File: src/design/kct_pkg.sv
// Shared types and constants for the keyed counter table.
package kct_pkg;

  localparam int COUNT_W = 31;
  localparam int AMT_W   = 32;
  localparam logic [COUNT_W-1:0] COUNT_MAX = {COUNT_W{1'b1}};

  typedef enum logic [2:0] {
    ST_INVALID_KEY = 3'd0,
    ST_BAD_AMOUNT  = 3'd1,
    ST_ADDED       = 3'd2,
    ST_INSERTED    = 3'd3,
    ST_DECREMENTED = 3'd4,
    ST_REMOVED     = 3'd5,
    ST_NOT_FOUND   = 3'd6,
    ST_FULL        = 3'd7
  } status_t;

  typedef enum logic {
    REQ_ADD    = 1'b0,
    REQ_REMOVE = 1'b1
  } req_t;

  typedef enum logic [1:0] {
    S_IDLE,
    S_SEARCH,
    S_WRITE
  } state_t;

  // search token flags, handed from cell to cell
  typedef struct packed {
    logic active;
    logic found;
    logic free_found;
  } srch_flags_t;

  // write-back command, broadcast to all cells
  typedef struct packed {
    logic we;
    logic clr;
  } wr_ctl_t;

endpackage

File: src/design/kct_cell.sv
// One table slot: holds key, count and valid, and forwards the search token.
module kct_cell #(
  parameter int KEY_BITS = 16,
  parameter int IDX_W    = 5,
  parameter int CELL_IDX = 0
) (
  input  logic                             clk,
  input  logic                             rst_n,
  input  kct_pkg::srch_flags_t             s_flags_in,
  input  logic [KEY_BITS-1:0]              s_key_in,
  input  logic [IDX_W-1:0]                 s_found_idx_in,
  input  logic [kct_pkg::COUNT_W-1:0]      s_found_count_in,
  input  logic [IDX_W-1:0]                 s_free_idx_in,
  output kct_pkg::srch_flags_t             s_flags_out,
  output logic [KEY_BITS-1:0]              s_key_out,
  output logic [IDX_W-1:0]                 s_found_idx_out,
  output logic [kct_pkg::COUNT_W-1:0]      s_found_count_out,
  output logic [IDX_W-1:0]                 s_free_idx_out,
  input  kct_pkg::wr_ctl_t                 wr_ctl,
  input  logic [IDX_W-1:0]                 wr_idx,
  input  logic [KEY_BITS-1:0]              wr_key,
  input  logic [kct_pkg::COUNT_W-1:0]      wr_count
);

  localparam logic [IDX_W-1:0] MY_IDX = IDX_W'(CELL_IDX);

  logic                         valid_r;
  logic [KEY_BITS-1:0]          key_r;
  logic [kct_pkg::COUNT_W-1:0]  count_r;

  kct_pkg::srch_flags_t         flags_r;
  logic [KEY_BITS-1:0]          s_key_r;
  logic [IDX_W-1:0]             found_idx_r;
  logic [kct_pkg::COUNT_W-1:0]  found_count_r;
  logic [IDX_W-1:0]             free_idx_r;

  logic hit;
  logic take_free;
  logic wr_hit;

  assign hit       = s_flags_in.active && !s_flags_in.found && valid_r && (key_r == s_key_in);
  assign take_free = s_flags_in.active && !s_flags_in.free_found && !valid_r;
  assign wr_hit    = wr_ctl.we && (wr_idx == MY_IDX);

  always_ff @(posedge clk) begin
    if (!rst_n) begin
      valid_r <= 1'b0;
    end else if (wr_hit) begin
      valid_r <= !wr_ctl.clr;
    end
  end

  always_ff @(posedge clk) begin
    if (wr_hit && !wr_ctl.clr) begin
      key_r   <= wr_key;
      count_r <= wr_count;
    end
  end

  always_ff @(posedge clk) begin
    if (!rst_n) begin
      flags_r <= '0;
    end else begin
      flags_r.active     <= s_flags_in.active;
      flags_r.found      <= s_flags_in.found || hit;
      flags_r.free_found <= s_flags_in.free_found || take_free;
    end
  end

  always_ff @(posedge clk) begin
    s_key_r       <= s_key_in;
    found_idx_r   <= hit ? MY_IDX : s_found_idx_in;
    found_count_r <= hit ? count_r : s_found_count_in;
    free_idx_r    <= take_free ? MY_IDX : s_free_idx_in;
  end

  assign s_flags_out       = flags_r;
  assign s_key_out         = s_key_r;
  assign s_found_idx_out   = found_idx_r;
  assign s_found_count_out = found_count_r;
  assign s_free_idx_out    = free_idx_r;

endmodule

File: src/design/kct_ctrl.sv
// Request sequencer: launches the search, decides the update, writes back, holds the result.
module kct_ctrl #(
  parameter int KEY_BITS = 16,
  parameter int IDX_W    = 5
) (
  input  logic                             clk,
  input  logic                             rst_n,
  input  logic                             in_valid,
  output logic                             in_ready,
  input  logic                             in_req_type,
  input  logic [KEY_BITS-1:0]              in_key,
  input  logic [kct_pkg::AMT_W-1:0]        in_amount,
  output logic                             out_valid,
  input  logic                             out_ready,
  output kct_pkg::status_t                 out_status,
  output logic [kct_pkg::COUNT_W-1:0]      out_count,
  output kct_pkg::srch_flags_t             head_flags,
  output logic [KEY_BITS-1:0]              head_key,
  input  kct_pkg::srch_flags_t             tail_flags,
  input  logic [KEY_BITS-1:0]              tail_key,
  input  logic [IDX_W-1:0]                 tail_found_idx,
  input  logic [kct_pkg::COUNT_W-1:0]      tail_found_count,
  input  logic [IDX_W-1:0]                 tail_free_idx,
  output kct_pkg::wr_ctl_t                 wr_ctl,
  output logic [IDX_W-1:0]                 wr_idx,
  output logic [KEY_BITS-1:0]              wr_key,
  output logic [kct_pkg::COUNT_W-1:0]      wr_count
);

  localparam int CW = kct_pkg::COUNT_W;
  localparam int AW = kct_pkg::AMT_W;

  kct_pkg::state_t  state_r, state_nxt;

  kct_pkg::req_t    req_type_r;
  logic [AW-1:0]    amount_r;

  kct_pkg::status_t pend_status_r, pend_status_nxt;
  logic [CW-1:0]    pend_count_r, pend_count_nxt;
  logic             pend_we_r, pend_we_nxt;
  logic             pend_clr_r, pend_clr_nxt;
  logic [IDX_W-1:0] pend_idx_r, pend_idx_nxt;
  logic [KEY_BITS-1:0] pend_key_r;

  logic             out_valid_r;
  kct_pkg::status_t out_status_r;
  logic [CW-1:0]    out_count_r;

  logic             accept;
  logic             out_free;
  logic             finish;
  logic             amt_bad;
  logic [AW-1:0]    sum;
  logic [CW-1:0]    diff;

  assign out_free = !out_valid_r || out_ready;
  assign accept   = in_valid && in_ready;
  assign finish   = (state_r == kct_pkg::S_WRITE) && out_free;

  // next state
  always_comb begin
    state_nxt = state_r;
    case (state_r)
      kct_pkg::S_IDLE:   if (in_valid) state_nxt = kct_pkg::S_SEARCH;
      kct_pkg::S_SEARCH: if (tail_flags.active) state_nxt = kct_pkg::S_WRITE;
      kct_pkg::S_WRITE:  if (out_free) state_nxt = kct_pkg::S_IDLE;
      default:           state_nxt = kct_pkg::S_IDLE;
    endcase
  end

  // outputs
  always_comb begin
    in_ready          = 1'b0;
    head_flags        = '0;
    wr_ctl            = '0;
    case (state_r)
      kct_pkg::S_IDLE: begin
        in_ready          = 1'b1;
        head_flags.active = in_valid;
      end
      kct_pkg::S_WRITE: begin
        wr_ctl.we  = pend_we_r && out_free;
        wr_ctl.clr = pend_clr_r;
      end
      default: begin
        in_ready = 1'b0;
      end
    endcase
  end

  assign head_key = in_key;
  assign wr_idx   = pend_idx_r;
  assign wr_key   = pend_key_r;
  assign wr_count = pend_count_r;

  // update decision at the end of the search
  assign amt_bad = (amount_r == '0) || amount_r[AW-1];
  assign sum     = {1'b0, tail_found_count} + {1'b0, amount_r[CW-1:0]};
  assign diff    = tail_found_count - amount_r[CW-1:0];

  always_comb begin
    pend_status_nxt = kct_pkg::ST_INVALID_KEY;
    pend_count_nxt  = '0;
    pend_we_nxt     = 1'b0;
    pend_clr_nxt    = 1'b0;
    pend_idx_nxt    = tail_found_idx;
    if (tail_key == '0) begin
      pend_status_nxt = kct_pkg::ST_INVALID_KEY;
    end else if (amt_bad) begin
      pend_status_nxt = kct_pkg::ST_BAD_AMOUNT;
      pend_count_nxt  = tail_flags.found ? tail_found_count : '0;
    end else if (req_type_r == kct_pkg::REQ_ADD) begin
      if (tail_flags.found) begin
        pend_status_nxt = kct_pkg::ST_ADDED;
        pend_count_nxt  = sum[CW] ? kct_pkg::COUNT_MAX : sum[CW-1:0];
        pend_we_nxt     = 1'b1;
      end else if (tail_flags.free_found) begin
        pend_status_nxt = kct_pkg::ST_INSERTED;
        pend_count_nxt  = amount_r[CW-1:0];
        pend_we_nxt     = 1'b1;
        pend_idx_nxt    = tail_free_idx;
      end else begin
        pend_status_nxt = kct_pkg::ST_FULL;
      end
    end else begin
      if (!tail_flags.found) begin
        pend_status_nxt = kct_pkg::ST_NOT_FOUND;
      end else if ({1'b0, tail_found_count} <= amount_r) begin
        pend_status_nxt = kct_pkg::ST_REMOVED;
        pend_we_nxt     = 1'b1;
        pend_clr_nxt    = 1'b1;
      end else begin
        pend_status_nxt = kct_pkg::ST_DECREMENTED;
        pend_count_nxt  = diff;
        pend_we_nxt     = 1'b1;
      end
    end
  end

  always_ff @(posedge clk) begin
    if (!rst_n) begin
      state_r <= kct_pkg::S_IDLE;
    end else begin
      state_r <= state_nxt;
    end
  end

  always_ff @(posedge clk) begin
    if (accept) begin
      req_type_r <= kct_pkg::req_t'(in_req_type);
      amount_r   <= in_amount;
    end
  end

  always_ff @(posedge clk) begin
    if (!rst_n) begin
      pend_we_r <= 1'b0;
    end else if (state_r == kct_pkg::S_SEARCH && tail_flags.active) begin
      pend_we_r <= pend_we_nxt;
    end
  end

  always_ff @(posedge clk) begin
    if (state_r == kct_pkg::S_SEARCH && tail_flags.active) begin
      pend_status_r <= pend_status_nxt;
      pend_count_r  <= pend_count_nxt;
      pend_clr_r    <= pend_clr_nxt;
      pend_idx_r    <= pend_idx_nxt;
      pend_key_r    <= tail_key;
    end
  end

  always_ff @(posedge clk) begin
    if (!rst_n) begin
      out_valid_r <= 1'b0;
    end else if (finish) begin
      out_valid_r <= 1'b1;
    end else if (out_ready) begin
      out_valid_r <= 1'b0;
    end
  end

  always_ff @(posedge clk) begin
    if (finish) begin
      out_status_r <= pend_status_r;
      out_count_r  <= pend_count_r;
    end
  end

  assign out_valid  = out_valid_r;
  assign out_status = out_status_r;
  assign out_count  = out_count_r;

endmodule

File: src/design/keyed_counter_table_top.sv
// Keyed counter table top level: cell chain plus request sequencer.
//
// Each request walks a chain of TABLE_DEPTH slot cells, one cell per cycle, which
// finds the lowest matching slot and the lowest free slot. The sequencer then
// decides the update, writes it back to the chosen cell and loads the result
// register. One request is in flight at a time; with the result taken promptly its
// time is set by the length of the chain. The result register lets the next request
// enter while a result waits. Slot valid bits clear at reset.
module keyed_counter_table_top #(
  parameter int TABLE_DEPTH = 32,
  parameter int KEY_BITS    = 16
) (
  input  logic                                        clk,
  input  logic                                        rst_n,
  input  logic                                        in_tvalid,
  output logic                                        in_tready,
  // key, amount, zero pad (from bit 0 up)
  input  logic [((KEY_BITS+kct_pkg::AMT_W+7)/8)*8-1:0] in_tdata,
  // req_type
  input  logic                                        in_tuser,
  output logic                                        out_tvalid,
  input  logic                                        out_tready,
  // new_count, zero pad (from bit 0 up)
  output logic [((kct_pkg::COUNT_W+7)/8)*8-1:0]        out_tdata,
  // status
  output logic [2:0]                                  out_tuser
);

  localparam int IDX_W  = $clog2(TABLE_DEPTH);
  localparam int CW     = kct_pkg::COUNT_W;
  localparam int AW     = kct_pkg::AMT_W;
  localparam int OUT_DW = ((CW+7)/8)*8;

  kct_pkg::srch_flags_t chain_flags       [TABLE_DEPTH+1];
  logic [KEY_BITS-1:0]  chain_key         [TABLE_DEPTH+1];
  logic [IDX_W-1:0]     chain_found_idx   [TABLE_DEPTH+1];
  logic [CW-1:0]        chain_found_count [TABLE_DEPTH+1];
  logic [IDX_W-1:0]     chain_free_idx    [TABLE_DEPTH+1];

  kct_pkg::wr_ctl_t     wr_ctl;
  logic [IDX_W-1:0]     wr_idx;
  logic [KEY_BITS-1:0]  wr_key;
  logic [CW-1:0]        wr_count;

  kct_pkg::status_t     out_status;
  logic [CW-1:0]        out_count;

  assign chain_found_idx[0]   = '0;
  assign chain_found_count[0] = '0;
  assign chain_free_idx[0]    = '0;

  kct_ctrl #(
    .KEY_BITS (KEY_BITS),
    .IDX_W    (IDX_W)
  ) u_ctrl (
    .clk              (clk),
    .rst_n            (rst_n),
    .in_valid         (in_tvalid),
    .in_ready         (in_tready),
    .in_req_type      (in_tuser),
    .in_key           (in_tdata[KEY_BITS-1:0]),
    .in_amount        (in_tdata[KEY_BITS+AW-1:KEY_BITS]),
    .out_valid        (out_tvalid),
    .out_ready        (out_tready),
    .out_status       (out_status),
    .out_count        (out_count),
    .head_flags       (chain_flags[0]),
    .head_key         (chain_key[0]),
    .tail_flags       (chain_flags[TABLE_DEPTH]),
    .tail_key         (chain_key[TABLE_DEPTH]),
    .tail_found_idx   (chain_found_idx[TABLE_DEPTH]),
    .tail_found_count (chain_found_count[TABLE_DEPTH]),
    .tail_free_idx    (chain_free_idx[TABLE_DEPTH]),
    .wr_ctl           (wr_ctl),
    .wr_idx           (wr_idx),
    .wr_key           (wr_key),
    .wr_count         (wr_count)
  );

  for (genvar i = 0; i < TABLE_DEPTH; i++) begin : g_cell
    kct_cell #(
      .KEY_BITS (KEY_BITS),
      .IDX_W    (IDX_W),
      .CELL_IDX (i)
    ) u_cell (
      .clk               (clk),
      .rst_n             (rst_n),
      .s_flags_in        (chain_flags[i]),
      .s_key_in          (chain_key[i]),
      .s_found_idx_in    (chain_found_idx[i]),
      .s_found_count_in  (chain_found_count[i]),
      .s_free_idx_in     (chain_free_idx[i]),
      .s_flags_out       (chain_flags[i+1]),
      .s_key_out         (chain_key[i+1]),
      .s_found_idx_out   (chain_found_idx[i+1]),
      .s_found_count_out (chain_found_count[i+1]),
      .s_free_idx_out    (chain_free_idx[i+1]),
      .wr_ctl            (wr_ctl),
      .wr_idx            (wr_idx),
      .wr_key            (wr_key),
      .wr_count          (wr_count)
    );
  end

  assign out_tdata = {{(OUT_DW-CW){1'b0}}, out_count};
  assign out_tuser = out_status;

endmodule

File: config.mk
export PLATFORM = sky130hd
export DESIGN_NAME = keyed_counter_table_top
export DESIGN_NICKNAME = d
export VERILOG_FILES = /design/src/design/kct_pkg.sv /design/src/design/kct_cell.sv /design/src/design/kct_ctrl.sv /design/src/design/keyed_counter_table_top.sv
export SDC_FILE = /design/constraint.sdc
export NUM_CORES = 2
export LEC_CHECK = 0
export ABC_AREA = 1
export BUFFER_PORTS_ARGS = -buffer_cell sky130_fd_sc_hd__buf_2
export CORE_AREA = 2 2 564 566
export DETAILED_ROUTE_END_ITERATION = 16
export DIE_AREA = 0 0 566 568
export PLACE_DENSITY_LB_ADDON = 0.12
export RECOVER_POWER = 100
export SYNTH_ARGS = -nofsm -noshare
export SYNTH_HDL_FRONTEND = slang
export SYNTH_HIERARCHICAL = 1
export SYNTH_SLANG_ARGS = --single-unit
File: constraint.sdc
create_clock -name clk -period 6.9 [get_ports clk]
set_clock_uncertainty 0.15 [all_clocks]
set_input_delay 1.035 -clock clk [delete_from_list [all_inputs] [get_ports clk]]
set_output_delay 1.035 -clock clk [all_outputs]
set_load 0.02 [all_outputs]
==> impl_metrics.csv <==
group,metric,value,unit
route,num_vias,84600,
critical_path,cp-start-kind,"flop",
sta,period_share,77.1,%
floorplanning,start_util,40.8,%
final_layout,drive_gt1_share,6.03,%
power,leakagePower,63.5,nW
cts,cts_inserted_buffers,371,
synth,ys_types,44,
synth,synth_edf_count,1627,
sta,maxSlewViolCount,4203,
sta,period_minus_slack,5.32,ns
power,sequentialPowerShare,51.2,%
cts,cts_setup_buffers,0,
sta,max_freq,0.188,GHz
power,clkPwrFrac,45.6,%
power,power.internal,35.1,mW
grt,grt.overflow.total,0,
grt,grt_max_degree,49,
cts,h-tree-depth,5,
synth,netlist.top_cell.by_area,"edfxtp_1",
cts,cts_root_buf,"clkbuf_16",
critical_path,worstPathArrival,5.82,ns
route,drtIter0Drc,7533,
grt,track_usage,23.3,%
sta,worst_slew_pin_slew,4.10,ns
power,netSwitchingPower,9.82,mW
route,drt-pass1-iter-count,6,
critical_path,worstSetupPathType,"reg -> reg",
route,postRouteAntennaNets,0,
floorplanning,fp.coreArea,0.316,sq mm
worst_hold_path,min_from,"in_tuser",
floorplanning,die_w,566,microns
critical_path,worstPathMaxFanout,18,
outcome,status,"finished, violations left",
worst_hold_path,hold_path_class,"in -> reg",
power,powerDensity,312,mW/mm^2
synth,async_reset_ff_share,0,%
route,drc,0,
route,detail_route.wl_per_cell,22.4,microns
cts,cts_resized,0,
synth,syn-cell-area,0.129,sq mm
sta,finalSetupViolations,0,
synth,synth_ff_type,"dfxtp_1",
flow_run,maxCapViolations,123,
power,comb_power_share,3.2,%
placement,gp_congestion,0.903,
floorplanning,rows,207,
critical_path,crit_start,"u_ctrl/amount_r[21]",
sta,rsz0062_at_grt,"false",
final_layout,area_delta_synth_final,11.8,%
sta,relSlewSlack,-173,%
route,wirelength,382,mm
synth,synthTopCellsByArea,"edfxtp_1 38%, dfxtp_1 30%, nand2_1 12%, nand4_1 5.0%, inv_1 4.4%",
cts,cts.path.max_buffers,4,
synth,syn_inst,12400,
placement,hpwl,249,mm
synth,synth_top_area_share,37.9,%
synth,ys_top_cells_by_count,"4121 x nand2_1, 1956 x dfxtp_1, 1627 x edfxtp_1",
power,switching_share,21.9,%
cts,path_clk_slew,0.06,ns
critical_path,rr_startpoint,"u_ctrl/amount_r[21]",
floorplanning,ios,90,
cts,holdBufCountCts,0,
sta,setup_tns,0,ns
floorplanning,die-height,568,microns
synth,synth.avg_cell_area,10.4,sq um
critical_path,critical_path_required,7.39,ns
final_layout,final_nets,12700,
placement,io_buffers,88,
grt,grt_pass1_wl,556,mm
power,max-vdd-ir-drop,0.000225,V
synth,yosysMostFrequentCell,"nand2_1",
power,p_total,44.9,mW
grt,grt_pass1_vias,83900,
cts,cts_tree,"done",
critical_path,crit_path_end_kind,"flop",
synth,synth-seq-cells,3583,
route,viasPerCell,4.95,
synth,ys_seq_area_share,68.3,%
synth,yosysWarningCount,6,
sta,finalHoldViolCount,0,
cts,cts.sinks,3583,
final_layout,nFillCells,29400,
floorplanning,dieArea,0.321,sq mm
outcome,violations,"max-capacitance violations, max-slew violations",
grt,antenna_found_initial,40,
cts,clock_latency,0.93,ns
==> layout by cell type, fill, tap and decap left out, types with 161 or more instances in the layout <==
cell type,n
xnor2_1,193
edfxtp_1,1627
nor2_1,645
inv_1,1525
nand2_1,4122
dfxtp_1,1955
nand3_1,327
a21oi_1,161
clkbuf_16,390
nand4_1,1030
clkbuf_1,215
==> layer usage <==
metal / vias to the layer above / GRT usage [%] / wire length, microns
li1: 40500 / - / -
met1: 40900 / 29.2 / 157000
met2: 2510 / 41.1 / 190000
met3: 697 / 2.79 / 20000
met4: 0 / 8.45 / 14900
met5: - / 0 / 0
==> sequential cells by signal, indices dropped and copies added (netlist names) <==
name,cells
g_cell.u_cell/count_r,992
g_cell.u_cell/s_found_count_out,992
g_cell.u_cell/key_r,512
g_cell.u_cell/s_key_out,512
g_cell.u_cell/s_found_idx_out,160
g_cell.u_cell/s_free_idx_out,160
g_cell.u_cell/s_flags_out,96
g_cell.u_cell/valid_r,32
u_ctrl/amount_r,32
u_ctrl/out_count,31
u_ctrl/wr_count,31
u_ctrl/wr_key,16
u_ctrl/wr_idx,5
u_ctrl/out_status,3
u_ctrl/pend_status_r,3
u_ctrl/state_r,2
u_ctrl/out_valid,1
u_ctrl/pend_clr_r,1
u_ctrl/pend_we_r,1
u_ctrl/req_type_r,1
==> worst max-delay path, cell delays in order (launching register included) <==
cell and delay (ns):
edfxtp_1 0.52, inv_1 0.11, ha_1 0.52, nand2_1 0.17, nor2_1 0.20, nand2_1 0.11, nor3_1 0.36, nand4_1 0.18
nand3_1 0.88, clkinvlp_2 1.35, nand2_1 0.31, nand3_1 0.10, nand2_1 0.06, inv_1 0.03
==> layout make-up <==
cell class	instances	area, sq um	area share (%)
well taps	4180	5230	3.63
clock buffers	527	10800	7.51
flip-flops and latches	3583	88000	61.1
clock inverters	169	1810	1.26
multi-input cells	6868	31500	21.9
repair buffers	198	935	0.649
inverters	1537	5770	4.00
diodes	4	10.0	0.00695
==> power by group through the flow <==
stage	Clock (mW)	Combinational (mW)	Sequential, mW
detailed placement	0	1.45	23.5
global route	21.7	1.63	23.0
finish	20.5	1.45	23.0
CTS	20.9	1.46	23.0
global placement	0	1.45	23.5
floorplan	0	1.01	23.3
==> metrics by stage <==
stage | cell area [sq um] | util (%) | std cells | setup slack (ns) | hold WS (ns)
final | 144000 | 45.6 | 17100 | 1.58 | 0.131
after detailed placement | 132000 | 41.9 | 16400 | 2.23 | 0.208
after global routing | 144000 | 45.6 | 17100 | 1.29 | 0.0840
after floorplan | 129000 | - | 12500 | 0.728 | 0.200
after global placement | 132000 | 41.9 | 16400 | 2.21 | 0.207
after CTS | 145000 | 45.9 | 17100 | 2.61 | 0.0563
==> worst paths after layout <==
kind / to / slack [ns] / cells past startpoint
hold / removal: u_ctrl/req_type_r / 0.13 / 1
hold reg to reg: g_cell[15].u_cell/s_key_out[14] / 0.20 / 0
setup / recovery: u_ctrl/wr_count[30] / 1.58 / 13
setup reg to reg: u_ctrl/wr_count[30] / 1.58 / 13
==> logic make-up after synthesis <==
kind of cell / count (synthesis) / synth area share [%]
AOI/OAI and AO/OA: 210 / 0.876
DFF: 3583 / 68.3
other: 2 / 0.00583
and+or+nand+nor: 6339 / 21.8
xor gates and xnor gates: 211 / 1.43
adders and majority gates: 64 / 0.633
buffers and inverters: 2014 / 6.95
No activity file was read; power rests on OpenSTA's default activity.
